`config.mk`:
```
export PLATFORM = sky130hd
export DESIGN_NAME = rpn_front
export DESIGN_NICKNAME = d
export VERILOG_FILES = /design/src/design/rpn_pkg.sv /design/src/design/rpn_front.sv
export SDC_FILE = /design/constraint.sdc
export NUM_CORES = 2
export LEC_CHECK = 0
export ABC_CLOCK_PERIOD_IN_PS = 8700
export BUFFER_PORTS_ARGS = -buffer_cell sky130_fd_sc_hd__buf_2
export CAP_MARGIN = 20
export CELL_PAD_IN_SITES_DETAIL_PLACEMENT = 1
export CELL_PAD_IN_SITES_GLOBAL_PLACEMENT = 1
export CORE_ASPECT_RATIO = 0.6
export CORE_MARGIN = 8
export CORE_UTILIZATION = 47
export CTS_CLUSTER_SIZE = 40
export DETAILED_ROUTE_END_ITERATION = 7
export PLACE_DENSITY = 0.84
export SLEW_MARGIN = 20
export SYNTH_ARGS = -nofsm -noshare
export SYNTH_HDL_FRONTEND = slang
export SYNTH_SLANG_ARGS = --single-unit
```
`constraint.sdc`:
```
create_clock -name clk_i -period 8.7 [get_ports clk_i]
set_input_delay 0 -clock clk_i [delete_from_list [all_inputs] [get_ports clk_i]]
set_output_delay 0 -clock clk_i [all_outputs]
set_load 0.03 [all_outputs]
```
`src/design/rpn_pkg.sv`:
```
// ----------------------------------------------------------------------------
// rpn_pkg
// shared types and constants of the rms power normalizer
// ----------------------------------------------------------------------------
`default_nettype none

package rpn_pkg;

  localparam int unsigned WORD_W = 16;
  localparam int unsigned CNT_W  = 7;
  localparam int unsigned SUM_W  = 39;
  localparam int unsigned SQ_W   = 31;
  localparam int unsigned PAIR_W = 2 * WORD_W;

  // register indexes of the configuration port
  localparam logic [1:0] CFG_COMPLEX_PAIRS   = 2'd0;
  localparam logic [1:0] CFG_NORMALIZE_POWER = 2'd1;
  localparam logic [1:0] CFG_SKIP_WORDS      = 2'd2;

  typedef enum logic {
    CMD_EMIT,
    CMD_FLUSH
  } rpn_cmd_kind_e;

  typedef struct packed {
    rpn_cmd_kind_e             kind;
    logic signed [WORD_W-1:0]  re;
    logic signed [WORD_W-1:0]  im;
    logic                      last;
    logic [SUM_W-1:0]          sum;
    logic [CNT_W-1:0]          count;
  } rpn_cmd_t;

  typedef struct packed {
    logic              complex_pairs;
    logic              normalize_power;
    logic [WORD_W-1:0] skip_words;
  } rpn_cfg_t;

endpackage

`default_nettype wire

```
`src/design/rpn_front.sv`:
```
// ----------------------------------------------------------------------------
// rpn_front
// takes raw words, skips and pairs them, stores samples and sums their power or passes samples on
// ----------------------------------------------------------------------------
`default_nettype none

module rpn_front #(
  parameter int unsigned MAX_SAMPLES = 64
) (
  input  wire logic                                                clk_i,
  input  wire logic                                                rst_ni,
  input  wire rpn_pkg::rpn_cfg_t                                   cfg_i,
  input  wire logic                                                in_valid_i,
  output logic                                                     in_stall_o,
  input  wire logic signed [rpn_pkg::WORD_W-1:0]                   raw_word_i,
  input  wire logic                                                block_end_i,
  output logic                                                     push_o,
  output rpn_pkg::rpn_cmd_t                                        cmd_o,
  input  wire logic                                                full_i,
  input  wire logic                                                flush_done_i,
  output logic                                                     ram_we_o,
  output logic [((MAX_SAMPLES > 1) ? $clog2(MAX_SAMPLES) : 1)-1:0] ram_waddr_o,
  output logic [rpn_pkg::PAIR_W-1:0]                               ram_wdata_o
);
  import rpn_pkg::*;

  localparam int unsigned AW = (MAX_SAMPLES > 1) ? $clog2(MAX_SAMPLES) : 1;

  logic                     half_q, half_d;
  logic signed [WORD_W-1:0] held_q, held_d;
  logic [WORD_W-1:0]        skipped_q, skipped_d;
  logic [CNT_W-1:0]         count_q, cnt_after;
  logic [SUM_W-1:0]         sum_q, sum_n;
  logic [SQ_W-1:0]          sq_re_q, sq_im_q;
  logic                     acc_q;
  logic                     go_flush_q, flush_pend_q;
  logic                     accept, have, store, emit, end_acc, flush_push;
  logic signed [WORD_W-1:0] s_re, s_im;
  logic signed [PAIR_W-1:0] p_re, p_im;

  assign accept     = in_valid_i && !in_stall_o;
  assign in_stall_o = full_i || go_flush_q || flush_pend_q;

  always_comb begin
    have      = 1'b0;
    s_re      = '0;
    s_im      = '0;
    half_d    = half_q;
    held_d    = held_q;
    skipped_d = skipped_q;
    if (half_q) begin
      s_re   = held_q;
      s_im   = raw_word_i;
      have   = 1'b1;
      half_d = 1'b0;
    end else if (skipped_q < cfg_i.skip_words) begin
      skipped_d = skipped_q + 1'b1;
    end else if (cfg_i.complex_pairs) begin
      held_d = raw_word_i;
      half_d = 1'b1;
    end else begin
      s_re = raw_word_i;
      have = 1'b1;
    end
    // block ends after a real part: pad the pair with zero
    if (block_end_i && half_d) begin
      s_re   = held_d;
      s_im   = '0;
      have   = 1'b1;
      half_d = 1'b0;
    end
  end

  assign store      = accept && have && cfg_i.normalize_power
                      && (count_q < CNT_W'(MAX_SAMPLES));
  assign emit       = accept && have && !cfg_i.normalize_power;
  assign end_acc    = accept && block_end_i;
  assign cnt_after  = count_q + {{(CNT_W-1){1'b0}}, store};
  assign flush_push = go_flush_q && !full_i;
  assign push_o     = emit || flush_push;

  assign p_re  = s_re * s_re;
  assign p_im  = s_im * s_im;
  assign sum_n = acc_q ? (sum_q + SUM_W'(sq_re_q) + SUM_W'(sq_im_q)) : sum_q;

  always_comb begin
    cmd_o = '0;
    if (go_flush_q) begin
      cmd_o.kind  = CMD_FLUSH;
      cmd_o.sum   = sum_n;
      cmd_o.count = count_q;
    end else begin
      cmd_o.kind = CMD_EMIT;
      cmd_o.re   = s_re;
      cmd_o.im   = s_im;
      cmd_o.last = block_end_i;
    end
  end

  assign ram_we_o    = store;
  assign ram_waddr_o = count_q[AW-1:0];
  assign ram_wdata_o = {s_im, s_re};

  always_ff @(posedge clk_i or negedge rst_ni) begin
    if (!rst_ni) begin
      half_q       <= 1'b0;
      held_q       <= '0;
      skipped_q    <= '0;
      count_q      <= '0;
      sum_q        <= '0;
      acc_q        <= 1'b0;
      go_flush_q   <= 1'b0;
      flush_pend_q <= 1'b0;
    end else begin
      acc_q <= store;
      if (accept) begin
        if (block_end_i) begin
          half_q    <= 1'b0;
          held_q    <= '0;
          skipped_q <= '0;
        end else begin
          half_q    <= half_d;
          held_q    <= held_d;
          skipped_q <= skipped_d;
        end
      end
      if (flush_push) begin
        sum_q        <= '0;
        count_q      <= '0;
        go_flush_q   <= 1'b0;
        flush_pend_q <= 1'b1;
      end else if (end_acc && !(cfg_i.normalize_power && cnt_after != '0)) begin
        // block closes with nothing kept to flush
        sum_q   <= '0;
        count_q <= '0;
      end else begin
        sum_q   <= sum_n;
        count_q <= cnt_after;
        if (end_acc) begin
          go_flush_q <= 1'b1;
        end
      end
      if (flush_done_i) begin
        flush_pend_q <= 1'b0;
      end
    end
  end

  always_ff @(posedge clk_i) begin
    sq_re_q <= p_re[SQ_W-1:0];
    sq_im_q <= p_im[SQ_W-1:0];
  end

endmodule

`default_nettype wire

```
==> results.md <==
* Outcome: completed
* First-pass GRT wire length at 134.9 mm
* Synthesized area per cell at 9.267 um^2
* CTS tree: done
* Die height at 196.1 um
* Initial antenna violation count at 4
* Aggregate global-route resource usage at 0.2811
* Final Skew at 16.09 ps
* Hold_ws at 75.58 ps
* Final Hold Fails at 0
* Setup CP Type: flip-flop to flip-flop
* Nets at 3,630
* Post-DRT Antenna Nets at 0
* CORE AREA at 53,840 um^2
* Maximum clock path buffer count at 2
* Maxcap violations at 0
* Clk_lat worst skew at 450 ps
* Drt first-iter violations at 1,629
* Detailed Routing Iterations Pass 1 at 5
* Startpoint of the worst-slack reg-to-reg timing path: skipped_q[11]
* Max Fclk at 0.1199 GHz
* Fin crit share at 0.9589
* Post-route minimum period at 8342 ps
* Largest stage delay on the critical path at 550 ps
* Prevailing post-synth register cell: dfrtp_1
* Leak at 14.88 nW
* Port Buf Inserts at 160
* Synth unique cells at 84
* Flop and latch count out of synthesis at 142
* Seq/Total Area, Yosys at 0.1280
* Starting Density at 0.4721
* Critical-path maximum fanout at 13
* Worst VDD drop at 0.1315 mV
* Power Total at 1.565 mW
* Cts bufs inserted at 17
* GRT Residual Overflow at 0
* Clk sink count at 142
* Dpl hpwl at 70.76 mm
* Htree depth at 4
* Full die area at 62,030 um^2
* Final wirelength at 86.74 mm
* CP max stage cell: fa_1
* Die Wd at 316.2 um
* Worst EP required at 9000 ps
* Unrepaired setup endpoints after global routing: false
* Synth Instances at 2,743
* Asr flop ratio synth at 0.5775
* Fill cells at 6,191
* Slew HR at 0.2691
* Pin count of the biggest net entering global routing at 84
* Startpoint types: flip-flop
* Number of synthesized flops with an enable pin at 0
* CTS clk-pin slew, worst paths at 70 ps
* Via Count at 20,253
* Most used cell, CP: fa_1
* Area growth syn-to-layout at 9.672%
* Share of layout cells above drive strength 1 at 0.09824
* Post-route DRC at 0
* Fin Setup TNS at 0 ps
* Via density at 5.599
* Row count at 66
* I/O pin count at 161
* Crit path capture type: flip-flop
* Synthesized area at 25,420 um^2
* Final setup fails at 0
* Placer Congestion at 0.9395
* Tightest Pin Transition at 1066 ps
* DR WL/cell at 23.98 um
* Hold crit path type: primary input to flip-flop
* Root Buffer: clkbuf_16
* PD cells at 56.12 nW/um^2
* Crit path from: skipped_q[11]
* Hold_sp: raw_word_i[14]
* Vias in the first global route at 22,929
* Ys Warns at 0
* CP arrival at 8640 ps
* Slew Limit Fails at 0
## critical path: cells and delay by family (launching register included)
family | cells | cell delay, ps
buffers and inverters | 7 | 800
and+or+nand+nor | 8 | 1680
adders and majority gates | 8 | 3840
AOI/OAI and AO/OA | 7 | 1260
xor gates and xnor gates | 1 | 100
DFF | 1 | 470
## synthesized netlist by cell type (all sizes together) (3+ instances only)
library cell	instances	area (um^2)
or2	4	25.02
a22oi	9	82.58
o2111ai	3	26.28
nand4	10	62.56
a31oi	10	77.57
o21a	10	82.57
nand2	176	660.6
dfrtp	82	2052
o21bai	12	90.09
and3	83	519.3
nor3	27	140.1
a21oi	91	466.7
clkinv	4	15.01
a311oi	3	26.28
a41oi	4	50.05
a2111oi	4	53.81
nor3b	8	60.06
o22ai	4	25.02
nor2	217	814.5
a22o	16	140.1
mux2	11	123.9
and2	22	140.1
nor4	4	25.02
a21o	47	352.8
dfxtp	60	1201
inv	675	2534
nand3	33	165.2
nor2b	52	325.3
a211oi	11	82.58
xor2	24	210.2
nand2b	5	31.28
o21ai	46	230.2
xnor2	90	788.3
buf	24	135.1
clkbuf	62	232.7
a21boi	9	71.32
mux2i	31	310.3
a311o	3	30.03
o211ai	8	65.06
or3	14	87.58
ha	208	2603
fa	494	9889
o31ai	6	58.81
## metal layers
metal,up-vias,part of all wire,global-route usage
met3,142,0.084,0.06211
met5,-,0.00031,0
met2,795,0.46,0.4517
met4,4,0.022,0.06756
li1,8737,-,-
met1,10575,0.44,0.3868
## area by class of cell
class	count	area, um^2	area share
flip-flops and latches	142	3259	0.1169
diodes	2	5.005	0.0001795
repair buffers	210	1214	0.04353
well taps	714	893.4	0.03204
clock buffers	22	464.2	0.01665
clock inverters	10	150.1	0.005386
inverters	679	2549	0.09142
multi-input cells	1838	19340	0.6939
## through the flow
step           utilization  area [um^2]  std cells  worst slack, ps
3_5_place_dp        0.5023        27040       3570            53.78
3_3_place_gp        0.5023        27040       3570            334.7
4_1_cts             0.5155        27760       3611            30.11
5_1_grt             0.5177        27870       3615            15.14
6_report            0.5178        27880       3617            357.7
2_1_floorplan            -        25420       2744            958.5
## final timing paths
check,to,slack (ps),depth (start not counted)
max in group asynchronous,go_flush_q,6770,4
min,held_q[14],80,2
max reg2reg,sq_re_q[30],360,31
min reg2reg,held_q[14],520,1
max,sq_re_q[30],360,31
min in group asynchronous,skipped_q[4],460,3
## power by group
part	total, mW	switching, mW	internal (mW)
clock network	0.786	0.315	0.471
registers	0.669	0.00802	0.661
logic	0.109	0.0823	0.0269
total	1.56	0.406	1.16
## timing repair
item | in CTS | in global routing
setup buffers | 0 | 3
pin swaps | 0 | 3
cloned | 0 | 1
resized for setup | 1 | 16
hold buffers | 9 | 0
hold endpoints to repair | 28 | 0
endpoints found under the setup margin | 1 | 7
## cells in the final DEF, fill, tap and decap left out, drive strengths merged, types with 24 or more instances in the layout
cell   count
nor2b     52
nor2     217
o21ai     46
inv      679
a21oi     91
buf      201
and3      83
nand3     33
mux2i     31
xor2      24
dfxtp     60
nor3      28
ha       208
dfrtp     82
xnor2     90
a21o      47
fa       494
nand2    176
## kinds of logic (layout without fill, tap and decap cells)
| group | after synthesis | count (layout) | share of synthesized area |
|---|---|---|---|
| AOI/OAI and AO/OA | 317 | 317 | 0.08751 |
| xor gates and xnor gates | 114 | 114 | 0.03928 |
| adders and majority gates | 702 | 702 | 0.4914 |
| buffers and inverters | 765 | 921 | 0.1147 |
| DFF | 142 | 142 | 0.1280 |
| muxes | 42 | 42 | 0.01708 |
| other | 1 | 4 | 0.0001475 |
| and+or+nand+nor | 660 | 661 | 0.1219 |
## sequential cells by signal, summed over array words and instances (netlist names)
name / cells
acc_q: 1
sum_q: 39
skipped_q: 16
go_flush_q: 1
sq_im_q: 30
count_q: 7
held_q: 16
half_q: 1
sq_re_q: 30
flush_pend_q: 1
Power figures use the tool's default switching activity.
