[config.mk]
export PLATFORM = sky130hd
export DESIGN_NAME = rpn_cmd_fifo
export DESIGN_NICKNAME = d
export VERILOG_FILES = /design/src/design/rpn_pkg.sv /design/src/design/rpn_cmd_fifo.sv
export SDC_FILE = /design/constraint.sdc
export NUM_CORES = 1
export LEC_CHECK = 0
export BUFFER_PORTS_ARGS = -buffer_cell sky130_fd_sc_hd__clkbuf_2
export CORE_ASPECT_RATIO = 2
export CORE_MARGIN = 2
export CORE_UTILIZATION = 47
export DETAILED_ROUTE_END_ITERATION = 6
export PLACE_DENSITY = 0.75
export SLEW_MARGIN = 20
export SYNTH_ARGS = -nofsm -noshare
export SYNTH_HDL_FRONTEND = slang
export SYNTH_SLANG_ARGS = --single-unit
[constraint.sdc]
create_clock -name clk_i -period 4.3 [get_ports clk_i]
set_input_delay 0 -clock clk_i [delete_from_list [all_inputs] [get_ports clk_i]]
set_output_delay 0 -clock clk_i [all_outputs]
set_load 0.02 [all_outputs]
[src/design/rpn_pkg.sv]
// ----------------------------------------------------------------------------
// rpn_pkg
// shared types and constants of the rms power normalizer
// ----------------------------------------------------------------------------
`default_nettype none

package rpn_pkg;

  localparam int unsigned WORD_W = 16;
  localparam int unsigned CNT_W  = 7;
  localparam int unsigned SUM_W  = 39;
  localparam int unsigned SQ_W   = 31;
  localparam int unsigned PAIR_W = 2 * WORD_W;

  // register indexes of the configuration port
  localparam logic [1:0] CFG_COMPLEX_PAIRS   = 2'd0;
  localparam logic [1:0] CFG_NORMALIZE_POWER = 2'd1;
  localparam logic [1:0] CFG_SKIP_WORDS      = 2'd2;

  typedef enum logic {
    CMD_EMIT,
    CMD_FLUSH
  } rpn_cmd_kind_e;

  typedef struct packed {
    rpn_cmd_kind_e             kind;
    logic signed [WORD_W-1:0]  re;
    logic signed [WORD_W-1:0]  im;
    logic                      last;
    logic [SUM_W-1:0]          sum;
    logic [CNT_W-1:0]          count;
  } rpn_cmd_t;

  typedef struct packed {
    logic              complex_pairs;
    logic              normalize_power;
    logic [WORD_W-1:0] skip_words;
  } rpn_cfg_t;

endpackage

`default_nettype wire

[src/design/rpn_cmd_fifo.sv]
// ----------------------------------------------------------------------------
// rpn_cmd_fifo
// two entry command queue between the front and the back
// ----------------------------------------------------------------------------
`default_nettype none

module rpn_cmd_fifo (
  input  wire logic              clk_i,
  input  wire logic              rst_ni,
  input  wire logic              push_i,
  input  wire rpn_pkg::rpn_cmd_t push_data_i,
  output logic                   full_o,
  output logic                   valid_o,
  output rpn_pkg::rpn_cmd_t      pop_data_o,
  input  wire logic              pop_i
);
  import rpn_pkg::*;

  rpn_cmd_t   ent_q [2];
  logic       wr_ptr_q, rd_ptr_q;
  logic [1:0] cnt_q;

  assign full_o     = (cnt_q == 2'd2);
  assign valid_o    = (cnt_q != 2'd0);
  assign pop_data_o = ent_q[rd_ptr_q];

  always_ff @(posedge clk_i or negedge rst_ni) begin
    if (!rst_ni) begin
      wr_ptr_q <= 1'b0;
      rd_ptr_q <= 1'b0;
      cnt_q    <= 2'd0;
    end else begin
      if (push_i) begin
        wr_ptr_q <= ~wr_ptr_q;
      end
      if (pop_i) begin
        rd_ptr_q <= ~rd_ptr_q;
      end
      cnt_q <= cnt_q + {1'b0, push_i} - {1'b0, pop_i};
    end
  end

  always_ff @(posedge clk_i) begin
    if (push_i) begin
      ent_q[wr_ptr_q] <= push_data_i;
    end
  end

endmodule

`default_nettype wire

==> reports/qor.csv, run 1 <==
stage,metric,value,unit
synthesis,Syn Nets,350,
placement,Inst Count DP,578,
finish,Final #Nets,613,
finish,layout cells sized above 1,52.4,%
floorplanning,die area,14600,um^2
power_and_ir_drop,total power,0.00578,W
setup_path,CP Buf/Inv Count,2,
finish,n_diodes,0,
clock_network,clock latency on the worst-skew pair,0.41,ns
route,Post-Route WL,12700,um
synthesis,Compound-Gate Fraction of Synth Area,0,%
grt,vias in the first global route,3649,
route,post-route ant nets,0,
clock_network,post-CTS resize count,0,
synthesis,post-synthesis xor/xnor area fraction,0.648,%
placement,Place WS,2.29,ns
timing,Setup TNS Final,0,ns
route,via count,3402,
synthesis,Synth Warn #,0,
setup_path,"CP delay by family, top",flip-flops,
timing,Worst-Margin Slew,1.06,ns
clock_network,htree depth,4,
setup_path,CP max FO,45,
setup_path,Setup CP Type,flop to primary output,
timing,Final Max Slew Viols,0,
clock_network,CTS clock-pin slew for the worst setup and hold paths,0.06,ns
finish,fin util,65.6,%
synthesis,largest family of logic cells by synthesized area,multiplexers,
setup_path,crit path launch type,flop,
clock_network,TritonCTS buffer count,17,
synthesis,Netlist cell types,13,
synthesis,Synth Register Bits,164,
hold_path,min-delay src,push_data_i[20],
setup_path,worst endpoint required time,4.30,ns
timing,unrepaired setup endpoints after global routing,no,
synthesis,Mapped Area,6370,um^2
synthesis,Avg Inst Size Synth,24.1,um^2
setup_path,largest stage delay on the critical path,0.98,ns
synthesis,register area share after synthesis,77.0,%
route,vias per cell,4.89,
finish,area delta synth->final,37.5,%
timing,final setup margin,1.89,ns
floorplanning,CORE AREA,13400,um^2
clock_network,buffer count from post-CTS setup fixing,0,
timing,Clock Skew,0.00775,ns
synthesis,multiplexer area fraction after synthesis,18.8,%
timing,Period minus WS final,2.41,ns
hold_path,HP Class,primary input to flop,
power_and_ir_drop,Leak Pwr,3.63,nW
timing,Final period util,56.1,%
route,Residual DRC,0,
setup_path,crit path from,rd_ptr_q,
synthesis,post-synthesis cell count,264,
route,drt wl/cell,18.3,um
grt,grt ovf,0,
floorplanning,Initial Util,47.7,%
power_and_ir_drop,Cell Pwr Density,660,nW/um^2
floorplanning,Die H,169,um
setup_path,CP cell instances,buf_4 > mux2_4 > clkbuf_2,
timing,final hold viol count,0,
run_status,status,finished clean,
placement,DP Wirelength,7860,um
floorplanning,Boundary Pins,166,
setup_path,CP max-delay cell,dfrtp_4,
synthesis,Post-Synth Adder-Cell Area,0.393,%
clock_network,Post-CTS Hold Fix Bufs,84,
power_and_ir_drop,VDD IR max,0.624,mV
floorplanning,row count,60,
placement,RD Place Congestion,0.718,
grt,first-pass GRT wire length,18800,um
placement,I/O Buffers,165,
floorplanning,Die Wd,86.3,um
grt,GRT Overall Usage,17.7,%
clock_network,Clock Tree Buf Depth,2,
grt,initial antenna violation count,0,
timing,endpoints failing setup,0,
timing,Slew headroom,29.2,%
finish,Finished Layout Cells,695,
clock_network,Num Clock Sinks,164,
grt,largest net degree at the start of global routing,81,
timing,f_max,415,MHz
setup_path,origin of the critical flop-to-flop path,wr_ptr_q,
clock_network,CTS tree,yes,
route,1st-iter DRT viols,182,
setup_path,Worst Path Arrival,2.41,ns
setup_path,crit end category,primary output,
flow_run,Max Cap Viol,0,
route,1st-pass router iterations,4,
synthesis,Simple-Gate Fraction of Synth Area,0.393,%
clock_network,Root Buffer,clkbuf_16,
worst reg2reg max path, cell delays in order, from the launching register on:
cell and delay [ns]:
dfrtp_1 0.43, nor2b_4 0.84, buf_12 0.37
final timing paths:
path,depth (start not counted),slack [ns],end
hold reg to reg,1,0.58,wr_ptr_q
hold / removal,2,0.32,ent_q[1][20]
max in group asynchronous,3,3.59,rd_ptr_q
min in group asynchronous,3,0.51,wr_ptr_q
setup / recovery,3,1.89,pop_data_o[6]
setup reg to reg,2,2.31,ent_q[0][39]
where the power goes:
| group | switching (W) | internal, W | leakage, nW |
|---|---|---|---|
| Clock | 0.000607 | 0.000982 | 0.298 |
| Sequential | 0.000201 | 0.00212 | 1.55 |
| Combinational | 0.000976 | 0.000893 | 1.78 |
layout make-up:
cell class,instances,area [um^2]
fillers,923,4600
clock buffers,18,429
repair buffers,253,1720
multi-input cells,89,1300
clock inverters,14,200
flip-flops and latches,164,4910
inverters,2,7.51
well taps,155,194
layer usage:
layer	global-route usage [%]	vias up	wire length [um]
li1	-	1572	-
met5	0	-	0
met3	4.39	24	458
met1	17.7	1699	4440
met4	7.95	0	366
met2	33.1	107	7480
state kept, by name, indices dropped and copies added (netlist names):
name      cells
rd_ptr_q      1
cnt_q         2
ent_q       160
wr_ptr_q      1
cell usage after synthesis, drive strengths merged:
library cell  instances  share of area [%]
nor2b                 2               0.20
and2                  1              0.098
xor3                  1               0.37
dfrtp                 4                1.6
ha                    2               0.39
or2                   1              0.098
inv                   2               0.12
mux2                 80                 19
buf                   9                2.7
xor2                  2               0.27
edfxtp              160                 75
cell families after synthesis:
| family | Yosys count |
|---|---|
| flip-flops | 164 |
| adder cells (fa/ha/maj) | 2 |
| XOR/XNOR | 3 |
| AND/OR/NAND/NOR | 4 |
| multiplexers | 80 |
| buffers and inverters | 11 |
through the flow:
stage	hold slack (ns)	area (um^2)
after CTS	0.302	8740
after detailed placement	-0.187	7270
after floorplan	-0.296	6370
after global placement	-0.189	7270
final	0.321	8760
after global routing	0.312	8760
cells in the final DEF (no fill, tap or decap), drive strengths merged, types with 2 or more instances in the layout:
master	n
clkbuf	183
edfxtp	160
dlygate4sd3	84
mux2	80
inv	6
bufinv	4
dfrtp	4
buf	4
clkinvlp	3
clkinv	3
xor2	2
ha	2
nor2b	2
(Power assumes the default switching activity.)
==> inputs of run 2 (changes only) <==
--- a/config.mk
+++ b/config.mk
@@ -8,9 +8,9 @@
 export BUFFER_PORTS_ARGS = -buffer_cell sky130_fd_sc_hd__clkbuf_2
 export CORE_ASPECT_RATIO = 2
 export CORE_MARGIN = 2
-export CORE_UTILIZATION = 47
+export CORE_UTILIZATION = 52
 export DETAILED_ROUTE_END_ITERATION = 6
-export PLACE_DENSITY = 0.75
+export PLACE_DENSITY = 0.79
 export SLEW_MARGIN = 20
 export SYNTH_ARGS = -nofsm -noshare
 export SYNTH_HDL_FRONTEND = slang
==> constraint.sdc (replaced) <==
create_clock -name clk_i -period 2.31 [get_ports clk_i]
set_input_delay 0 -clock clk_i [delete_from_list [all_inputs] [get_ports clk_i]]
set_output_delay 0 -clock clk_i [all_outputs]
set_load 0.02 [all_outputs]
==> run 2 against run 1 <==
Compared with the run above:
- largest cell class unchanged
- first-iteration DRC count fell by 16%
- critical path type unchanged
- largest power group unchanged
- worst hold slack got worse by 0.011 ns
- critical path depth did not move
==> reports/qor.csv, run 2 (synthesis gave the netlist of run 1 again) <==
stage,metric,value,unit
grt,vias in the first global route,3766,
finish,"most common cell after layout, fill and taps aside",clkbuf_2,
clock_network,htree depth,4,
placement,Place WS,0.752,ns
grt,grt ovf,0,
timing,f_max,504,MHz
setup_path,crit path launch type,flop,
floorplanning,Boundary Pins,166,
run_status,status,finished clean,
route,via count,3421,
timing,final hold viol count,0,
timing,Period minus WS final,1.98,ns
setup_path,crit end category,primary output,
power_and_ir_drop,total power,0.0108,W
power_and_ir_drop,Leak Pwr,3.65,nW
finish,"commonest cells after routing, fill and taps aside","clkbuf_2, edfxtp_1, dlygate4sd3_1",
floorplanning,Initial Util,52.9,%
finish,Finished Layout Cells,691,
timing,Final Max Slew Viols,0,
grt,first-pass GRT wire length,18700,um
grt,largest net degree at the start of global routing,50,
timing,final setup margin,0.328,ns
grt,initial antenna violation count,1,
route,Residual DRC,0,
timing,Setup TNS Final,0,ns
finish,biggest regs,"ent_q: 160 flops, cnt_q: 2 flops",
clock_network,post-CTS resize count,0,
grt,GRT Overall Usage,19.8,%
timing,Slew headroom,55.4,%
finish,Largest Register,ent_q,
route,post-route ant nets,0,
setup_path,worst endpoint required time,2.31,ns
hold_path,min-delay src,push_data_i[25],
timing,Worst-Margin Slew,0.669,ns
route,drt wl/cell,18.1,um
clock_network,CTS clock-pin slew for the worst setup and hold paths,0.06,ns
hold_path,HP Class,primary input to flop,
route,1st-pass router iterations,4,
setup_path,Setup CP Type,flop to primary output,
floorplanning,die area,13200,um^2
setup_path,CP max FO,28,
hold_path,Min-Delay Endpoint,ent_q[0][25],
placement,DP Area,7330,um^2
timing,unrepaired setup endpoints after global routing,no,
clock_network,Num Clock Sinks,164,
flow_run,Max Cap Viol,0,
setup_path,worst r2r dst,ent_q[1][0],
clock_network,Clock Tree Buf Depth,2,
finish,final instance area,8800,um^2
clock_network,Post-CTS Hold Fix Bufs,84,
setup_path,Worst R2R Path Depth,2,
route,Post-Route WL,12500,um
timing,Final period util,85.8,%
timing,Clock Skew,0.0108,ns
clock_network,clock latency on the worst-skew pair,0.41,ns
finish,max FFs per register,160,
clock_network,buffer count from post-CTS setup fixing,0,
hold_path,Hold Path Cell Cnt,2,
finish,Final #Nets,616,
floorplanning,CORE AREA,12100,um^2
placement,I/O Buffers,165,
setup_path,Worst Path Arrival,1.98,ns
setup_path,Reg2Reg Setup Slack,0.74,ns
floorplanning,Die Wd,82.3,um
finish,layout cells sized above 1,52.7,%
clock_network,CTS tree,yes,
placement,Inst Count DP,574,
placement,RD Place Congestion,0.753,
placement,DP Wirelength,7800,um
route,vias per cell,4.95,
floorplanning,Die H,161,um
setup_path,origin of the critical flop-to-flop path,wr_ptr_q,
floorplanning,row count,57,
finish,area delta synth->final,38.0,%
clock_network,Root Buffer,clkbuf_16,
power_and_ir_drop,VDD IR max,0.948,mV
route,1st-iter DRT viols,152,
clock_network,TritonCTS buffer count,17,
power_and_ir_drop,Cell Pwr Density,1230,nW/um^2
timing,endpoints failing setup,0,
## run 2: cell type report
| type | instances | area [um^2] |
|---|---|---|
| sequential | 164 | 4910 |
| fill | 699 | 3260 |
| timing repair buffer | 256 | 1770 |
| multi-input combinational | 89 | 1300 |
| clock buffer | 20 | 447 |
| tap | 147 | 184 |
| clock inverter | 12 | 179 |
| inverter | 2 | 7.51 |
| antenna | 1 | 2.50 |
## run 2: how the worst max path moves through the flow
stage,startpoint,end,slack [ns]
after floorplan,wr_ptr_q,ent_q[0][0],0.28
after global placement,rd_ptr_q,pop_data_o[5],0.76
after detailed placement,rd_ptr_q,pop_data_o[5],0.75
after CTS,rd_ptr_q,pop_data_o[5],0.30
after global routing,rd_ptr_q,pop_data_o[5],0.25
final,rd_ptr_q,pop_data_o[59],0.33
## run 2: power by group
group	internal (W)	total [W]	leakage [nW]	switching (W)
Combinational	0.00172	0.00363	1.81	0.00191
Sequential	0.00396	0.00426	1.55	0.000304
Clock	0.00184	0.00292	0.297	0.00108
## run 2: routing by layer
metal,global-route usage (%),vias to the layer above,part of all wire (%),routed length (um)
met5,0,-,0,0
met4,10.1,0,3.6,454
met3,5.45,29,4.4,548
met2,35.7,118,58,7290
met1,19.6,1694,34,4230
li1,-,1580,-,-
## run 2: worst max-delay path, stage by stage (launching register included)
cell	delay, ns
dfrtp_4	0.79
buf_12	0.27
mux2_4	0.33
clkbuf_2	0.16
## run 2: metrics by stage
stage | util, % | hold WS, ns
final | 73.0 | 0.310
after floorplan | - | -0.296
after detailed placement | 60.8 | -0.188
after CTS | 73.0 | 0.293
after global routing | 73.0 | 0.302
after global placement | 60.8 | -0.191
