===== src/design/rpn_pkg.sv =====
// ----------------------------------------------------------------------------
// rpn_pkg
// shared types and constants of the rms power normalizer
// ----------------------------------------------------------------------------
`default_nettype none

package rpn_pkg;

  localparam int unsigned WORD_W = 16;
  localparam int unsigned CNT_W  = 7;
  localparam int unsigned SUM_W  = 39;
  localparam int unsigned SQ_W   = 31;
  localparam int unsigned PAIR_W = 2 * WORD_W;

  // register indexes of the configuration port
  localparam logic [1:0] CFG_COMPLEX_PAIRS   = 2'd0;
  localparam logic [1:0] CFG_NORMALIZE_POWER = 2'd1;
  localparam logic [1:0] CFG_SKIP_WORDS      = 2'd2;

  typedef enum logic {
    CMD_EMIT,
    CMD_FLUSH
  } rpn_cmd_kind_e;

  typedef struct packed {
    rpn_cmd_kind_e             kind;
    logic signed [WORD_W-1:0]  re;
    logic signed [WORD_W-1:0]  im;
    logic                      last;
    logic [SUM_W-1:0]          sum;
    logic [CNT_W-1:0]          count;
  } rpn_cmd_t;

  typedef struct packed {
    logic              complex_pairs;
    logic              normalize_power;
    logic [WORD_W-1:0] skip_words;
  } rpn_cfg_t;

endpackage

`default_nettype wire


===== src/design/rpn_back.sv =====
// ----------------------------------------------------------------------------
// rpn_back
// executes queued commands: passes samples through or flushes the stored block
// scaled by the inverse of its rms, with one shared divider and square root unit
// ----------------------------------------------------------------------------
`default_nettype none

module rpn_back #(
  parameter int unsigned MAX_SAMPLES = 64
) (
  input  wire logic                                                clk_i,
  input  wire logic                                                rst_ni,
  input  wire logic                                                cmd_valid_i,
  input  wire rpn_pkg::rpn_cmd_t                                   cmd_i,
  output logic                                                     pop_o,
  output logic                                                     ram_re_o,
  output logic [((MAX_SAMPLES > 1) ? $clog2(MAX_SAMPLES) : 1)-1:0] ram_raddr_o,
  input  wire logic [rpn_pkg::PAIR_W-1:0]                          ram_rdata_i,
  output logic                                                     out_valid_o,
  input  wire logic                                                out_stall_i,
  output logic signed [rpn_pkg::WORD_W-1:0]                        out_real_o,
  output logic signed [rpn_pkg::WORD_W-1:0]                        out_imag_o,
  output logic                                                     out_last_o,
  output logic                                                     zero_power_o,
  output logic                                                     flush_done_o,
  output logic                                                     busy_o
);
  import rpn_pkg::*;

  localparam int unsigned AW       = (MAX_SAMPLES > 1) ? $clog2(MAX_SAMPLES) : 1;
  localparam int unsigned QUO_W    = 33;
  localparam int unsigned RAD_W    = 34;
  localparam int unsigned ROOT_W   = 17;
  localparam int unsigned SREM_W   = 21;
  localparam int unsigned PROD_W   = 37;
  localparam logic [5:0]  DIV_LAST = 6'd32;
  localparam logic [5:0]  SQ_LAST  = 6'd16;

  typedef enum logic [3:0] {
    ST_IDLE,
    ST_READ,
    ST_CAPT,
    ST_SQR,
    ST_SCALE,
    ST_DIV,
    ST_SQRT,
    ST_ROUND,
    ST_OUT
  } state_e;

  state_e                   state_q;
  logic [SUM_W-1:0]         sum_q;
  logic [CNT_W-1:0]         cnt_q, idx_q;
  logic [PAIR_W-1:0]        smp_q;
  logic                     part_q, zero_q;
  logic [PAIR_W-1:0]        sq_q;
  logic [SUM_W-1:0]         rem_q;
  logic [QUO_W-1:0]         dvd_q, quo_q;
  logic [RAD_W-1:0]         rad_q;
  logic [SREM_W-1:0]        srem_q;
  logic [ROOT_W-1:0]        root_q;
  logic [5:0]               step_q;
  logic signed [WORD_W-1:0] res_re_q, res_im_q;

  logic                     out_free, is_last, out_load, done_load;
  logic signed [WORD_W-1:0] cur;
  logic [WORD_W-1:0]        mag;
  logic [SUM_W-1:0]         prod;
  logic [SUM_W:0]           remsh;
  logic                     dgo;
  logic [QUO_W-1:0]         quo_n;
  logic [SREM_W-1:0]        srem_sh, trial;
  logic [ROOT_W:0]          rnd_sum;
  logic [ROOT_W-1:0]        rnd;
  logic [WORD_W-1:0]        res;

  assign out_free    = !out_valid_o || !out_stall_i;
  assign pop_o       = (state_q == ST_IDLE) && cmd_valid_i && out_free;
  assign ram_re_o    = (state_q == ST_READ);
  assign ram_raddr_o = idx_q[AW-1:0];
  assign busy_o      = (state_q != ST_IDLE);
  assign is_last     = ((idx_q + 1'b1) == cnt_q);

  // output register is loaded by a pass-through command or a flushed sample
  assign out_load  = (pop_o && (cmd_i.kind == CMD_EMIT)) || ((state_q == ST_OUT) && out_free);
  assign done_load = (state_q == ST_OUT) && out_free && is_last;

  assign cur  = part_q ? $signed(smp_q[PAIR_W-1:WORD_W]) : $signed(smp_q[WORD_W-1:0]);
  assign mag  = cur[WORD_W-1] ? WORD_W'(-cur) : WORD_W'(cur);
  assign prod = sq_q * cnt_q;

  // one restoring quotient bit per cycle
  assign remsh = {rem_q, dvd_q[QUO_W-1]};
  assign dgo   = (remsh >= {1'b0, sum_q});
  assign quo_n = {quo_q[QUO_W-2:0], dgo};

  // one root bit per cycle
  assign srem_sh = {srem_q[SREM_W-3:0], rad_q[RAD_W-1:RAD_W-2]};
  assign trial   = {2'b00, root_q, 2'b01};

  assign rnd_sum = {1'b0, root_q} + 1'b1;
  assign rnd     = rnd_sum[ROOT_W:1];

  always_comb begin
    if (!cur[WORD_W-1]) begin
      res = (rnd > ROOT_W'(32767)) ? 16'h7fff : rnd[WORD_W-1:0];
    end else if (rnd > ROOT_W'(32768)) begin
      res = 16'h8000;
    end else begin
      res = WORD_W'(~rnd + 1'b1);
    end
  end

  always_ff @(posedge clk_i or negedge rst_ni) begin
    if (!rst_ni) begin
      state_q      <= ST_IDLE;
      out_valid_o  <= 1'b0;
      flush_done_o <= 1'b0;
    end else begin
      flush_done_o <= done_load;
      if (out_load) begin
        out_valid_o <= 1'b1;
      end else if (!out_stall_i) begin
        out_valid_o <= 1'b0;
      end
      case (state_q)
        ST_IDLE: begin
          if (pop_o) begin
            if (cmd_i.kind == CMD_EMIT) begin
              out_real_o   <= cmd_i.re;
              out_imag_o   <= cmd_i.im;
              out_last_o   <= cmd_i.last;
              zero_power_o <= 1'b0;
            end else begin
              sum_q   <= cmd_i.sum;
              cnt_q   <= cmd_i.count;
              idx_q   <= '0;
              state_q <= ST_READ;
            end
          end
        end
        ST_READ: begin
          state_q <= ST_CAPT;
        end
        ST_CAPT: begin
          smp_q  <= ram_rdata_i;
          part_q <= 1'b0;
          zero_q <= (sum_q == '0);
          if (sum_q == '0) begin
            res_re_q <= '0;
            res_im_q <= '0;
            state_q  <= ST_OUT;
          end else begin
            state_q <= ST_SQR;
          end
        end
        ST_SQR: begin
          sq_q    <= PAIR_W'(mag) * PAIR_W'(mag);
          state_q <= ST_SCALE;
        end
        ST_SCALE: begin
          // dividend is prod << 26; its top bits start the remainder
          rem_q   <= SUM_W'(prod[PROD_W-1:7]);
          dvd_q   <= {prod[6:0], 26'd0};
          quo_q   <= '0;
          step_q  <= DIV_LAST;
          state_q <= ST_DIV;
        end
        ST_DIV: begin
          rem_q  <= dgo ? SUM_W'(remsh - {1'b0, sum_q}) : remsh[SUM_W-1:0];
          dvd_q  <= {dvd_q[QUO_W-2:0], 1'b0};
          quo_q  <= quo_n;
          step_q <= step_q - 1'b1;
          if (step_q == '0) begin
            rad_q   <= {1'b0, quo_n};
            srem_q  <= '0;
            root_q  <= '0;
            step_q  <= SQ_LAST;
            state_q <= ST_SQRT;
          end
        end
        ST_SQRT: begin
          if (srem_sh >= trial) begin
            srem_q <= srem_sh - trial;
            root_q <= {root_q[ROOT_W-2:0], 1'b1};
          end else begin
            srem_q <= srem_sh;
            root_q <= {root_q[ROOT_W-2:0], 1'b0};
          end
          rad_q  <= {rad_q[RAD_W-3:0], 2'b00};
          step_q <= step_q - 1'b1;
          if (step_q == '0) begin
            state_q <= ST_ROUND;
          end
        end
        ST_ROUND: begin
          if (!part_q) begin
            res_re_q <= res;
            part_q   <= 1'b1;
            state_q  <= ST_SQR;
          end else begin
            res_im_q <= res;
            state_q  <= ST_OUT;
          end
        end
        ST_OUT: begin
          if (out_free) begin
            out_real_o   <= res_re_q;
            out_imag_o   <= res_im_q;
            out_last_o   <= is_last;
            zero_power_o <= zero_q;
            if (is_last) begin
              state_q <= ST_IDLE;
            end else begin
              idx_q   <= idx_q + 1'b1;
              state_q <= ST_READ;
            end
          end
        end
        default: begin
          state_q <= ST_IDLE;
        end
      endcase
    end
  end

endmodule

`default_nettype wire


===== config.mk =====
export PLATFORM = sky130hd
export DESIGN_NAME = rpn_back
export DESIGN_NICKNAME = d
export VERILOG_FILES = /design/src/design/rpn_pkg.sv /design/src/design/rpn_back.sv
export SDC_FILE = /design/constraint.sdc
export NUM_CORES = 2
export LEC_CHECK = 0
export ABC_CLOCK_PERIOD_IN_PS = 11700
export BUFFER_PORTS_ARGS = -buffer_cell sky130_fd_sc_hd__buf_2
export CORE_UTILIZATION = 45
export CTS_BUF_LIST = sky130_fd_sc_hd__clkbuf_16
export DETAILED_ROUTE_END_ITERATION = 12
export PLACE_DENSITY = 0.7
export REMOVE_ABC_BUFFERS = 1
export SYNTH_ARGS = -nofsm -noshare
export SYNTH_HDL_FRONTEND = slang
export SYNTH_SLANG_ARGS = --single-unit

===== constraint.sdc =====
create_clock -name clk_i -period 11.7 [get_ports clk_i]
set_input_delay 0.585 -clock clk_i [delete_from_list [all_inputs] [get_ports clk_i]]
set_output_delay 0.585 -clock clk_i [all_outputs]
set_load 0.05 [all_outputs]

==> impl_metrics.py <==
metrics = {
    "timing": {
        "worst_slew_pin_slew_ns": 1.17,
        "timing.slew.headroom": 0.217,
        "fmax_ghz": 0.112,
        "setup_viol": 0,
        "drv_slew": 0,
        "final.min_clock_period_ns": 8.96,
        "rsz0062_at_grt": "false",
        "skew_ns": 0.0401,
        "finalWorstSetupSlack_ns": 2.74,
        "min_period_over_period": 0.766,
        "whs_ns": 0.160,
        "tns_ns": 0,
        "hold_viol": 0,
    },
    "worst_hold_path": {
        "hold_class": "in -> reg",
        "worstHoldPathCells": 1,
        "holdPathEnd": "sum_q[23]",
        "worstHoldStart": "cmd_i[30]",
    },
    "clock_network": {
        "cts_resized": 0,
        "clockRootBuffer": "clkbuf_16",
        "clk_latency_ns": 0.61,
        "h-tree-depth": 2,
        "cts_tree": "built",
        "cts_setup_buffers": 0,
        "cts.path.max_buffers": 3,
        "clk_pin_slew_ns": 0.07,
        "cts_sinks": 344,
        "cts_buffers": 39,
        "ctsHoldBuffers": 1,
    },
    "global_route": {
        "antenna_found_initial": 0,
        "overflow": 0,
        "grt_busiest_layer": "met2",
        "grtUsageMet2": 0.330,
        "grtUsageMet1": 0.290,
        "grtUsageMet3": 0.0297,
        "grt_pass1_vias": 22800,
        "grt_pass1_wl_microns": 117000,
        "grt_max_degree": 69,
        "grtUsageTotal": 0.205,
    },
    "critical_path": {
        "cpLargestDelayFamily": "adder cells",
        "r2r-end": "sq_q[31]",
        "crit_start": "part_q",
        "end_kind": "flip-flop",
        "critical_path.most_common_cell": "fa_1",
        "slowest_delay_ns": 0.60,
        "crit_arrival_ns": 9.30,
        "critPathSlowestCell": "xor2_1",
        "reg2reg_from": "part_q",
        "critPathKind": "reg -> reg",
        "cp_max_fo": 45,
        "start_kind": "flip-flop",
        "crit_required_ns": 12.04,
        "crit_buf_inv": 3,
        "reg2regPathDepth": 28,
        "regToRegSetupSlack_ns": 2.74,
    },
    "floorplan": {
        "initial_core_util": 0.458,
        "coreArea_sq_um": 67800,
        "die_area_sq_um": 70100,
        "die_x_microns": 265,
        "rows": 95,
        "num_io_pins": 161,
        "fp.dieH_microns": 265,
    },
    "logic_synthesis": {
        "synth_cells": 3201,
        "synthAdderAreaFrac": 0.283,
        "yosysSeqAreaShare": 0.332,
        "synth_top_area_cell": "edfxtp_1",
        "syn-cell-area_sq_um": 31100,
        "synth_cell_types": 84,
        "synth_top_family_by_area": "adder cells",
        "ys.flop_type": "edfxtp_1",
        "avgSynthCellArea_sq_um": 9.70,
        "synthXorXnorAreaFrac": 0.0471,
        "synthArstFlopShare": 0.0174,
        "ys_warn_count": 0,
        "ys_ff_latch": 344,
        "muxShareOfSynthArea": 0.0105,
        "synthTopCellsByArea": "edfxtp_1 33%, fa_1 20%, ha_1 8.4%, nand2_1 6.4%, inv_1 5.5%",
        "netlist.area_leader.share": 0.327,
        "synth-edff-count": 338,
        "synth-simple-area-share": 0.156,
        "synth_compound_area_frac": 0.100,
    },
    "drt": {
        "wl_per_cell_microns": 16.8,
        "vias_per_cell": 5.33,
        "drc": 0,
        "wirelength_microns": 71100,
        "postRouteAntennaNets": 0,
        "dr.pass1.iters": 5,
        "vias": 22600,
        "drt_iter0_markers": 1631,
    },
    "placed_design": {
        "gp_congestion": 0.896,
        "place_ws_ns": 2.77,
        "dp_cells": 4171,
        "io_buffers": 160,
        "place.detailed.hpwl_microns": 53800,
    },
    "cells_and_area": {
        "nFillCells": 6197,
        "mostFrequentLayoutCells": "529 x nand2_1, 462 x inv_1, 338 x edfxtp_1, 309 x fa_1, 221 x nor2_1",
        "final_cells": 4243,
        "diodes": 0,
        "drive_above_1_share": 0.0837,
        "area_growth_pct": 10.0,
        "nets": 3974,
        "final_common_cell": "nand2_1",
    },
    "job": {
        "max_cap_viol_count": 0,
    },
    "run_status": {
        "status": "finished, final reports clean",
    },
}
## per-stage QoR
stage / area [sq um] / util
2_1_floorplan: 30600 / -
3_3_place_gp: 32900 / 0.485
3_5_place_dp: 32900 / 0.485
4_1_cts: 34200 / 0.504
5_1_grt: 34200 / 0.504
6_report: 34200 / 0.504
## worst max path at each step
| stage | slack, ns | to | cells past startpoint |
|---|---|---|---|
| after global routing | 2.17 | sq_q[31] | 29 |
| after floorplan | 2.86 | sq_q[28] | 26 |
| after global placement | 2.99 | sq_q[31] | 25 |
| after CTS | 2.74 | sq_q[28] | 27 |
| final | 2.74 | sq_q[31] | 28 |
| after detailed placement | 2.77 | sq_q[28] | 27 |
## layout make-up
cell class / count / area [sq um] / area share
timing repair buffer: 192 / 1040 / 0.0305
tap: 873 / 1090 / 0.0320
sequential: 344 / 10300 / 0.301
multi-input combinational: 2302 / 18700 / 0.547
clock buffer: 39 / 976 / 0.0286
clock inverter: 32 / 329 / 0.00963
inverter: 461 / 1730 / 0.0506
## metal layers
layer / part of all wire / wire (microns) / vias to the layer above
met3: 0.052 / 3700 / 89
met2: 0.46 / 32800 / 584
met5: 0 / 0 / -
li1: - / - / 10900
met1: 0.47 / 33300 / 11000
met4: 0.020 / 1430 / 0
## Yosys cell counts (41+ instances only)
cell and n:
a21o_1 53, a21oi_1 160, and2_1 88, clkbuf_1 78, edfxtp_1 338, fa_1 309, ha_1 209, inv_1 456
nand2_1 530, nand3_1 54, nor2_1 224, nor3_1 41, o21ai_0 91, xnor2_1 101, xor2_1 64
## flip-flops by register name (all words and copies together), names as in the netlist
signal,flops
rem_q,39
rad_q,34
flush_done_o,1
res_re_q,16
sum_q,39
dvd_q,7
srem_q,19
zero_q,1
out_valid_o,1
state_q,4
idx_q,7
step_q,6
root_q,17
out_last_o,1
smp_q,32
cnt_q,7
sq_q,31
quo_q,32
out_imag_o,16
res_im_q,16
out_real_o,16
part_q,1
zero_power_o,1
## logic make-up after synthesis
kind of cell,Yosys count
muxes,32
and+or+nand+nor,1087
adders and majority gates,518
AOI/OAI and AO/OA,485
DFF,344
other,2
buffers and inverters,567
xor gates and xnor gates,166
Power is left out: the tool's default activity adds up to more than one toggle a clock period on the data nets, which glitch-free logic cannot reach.
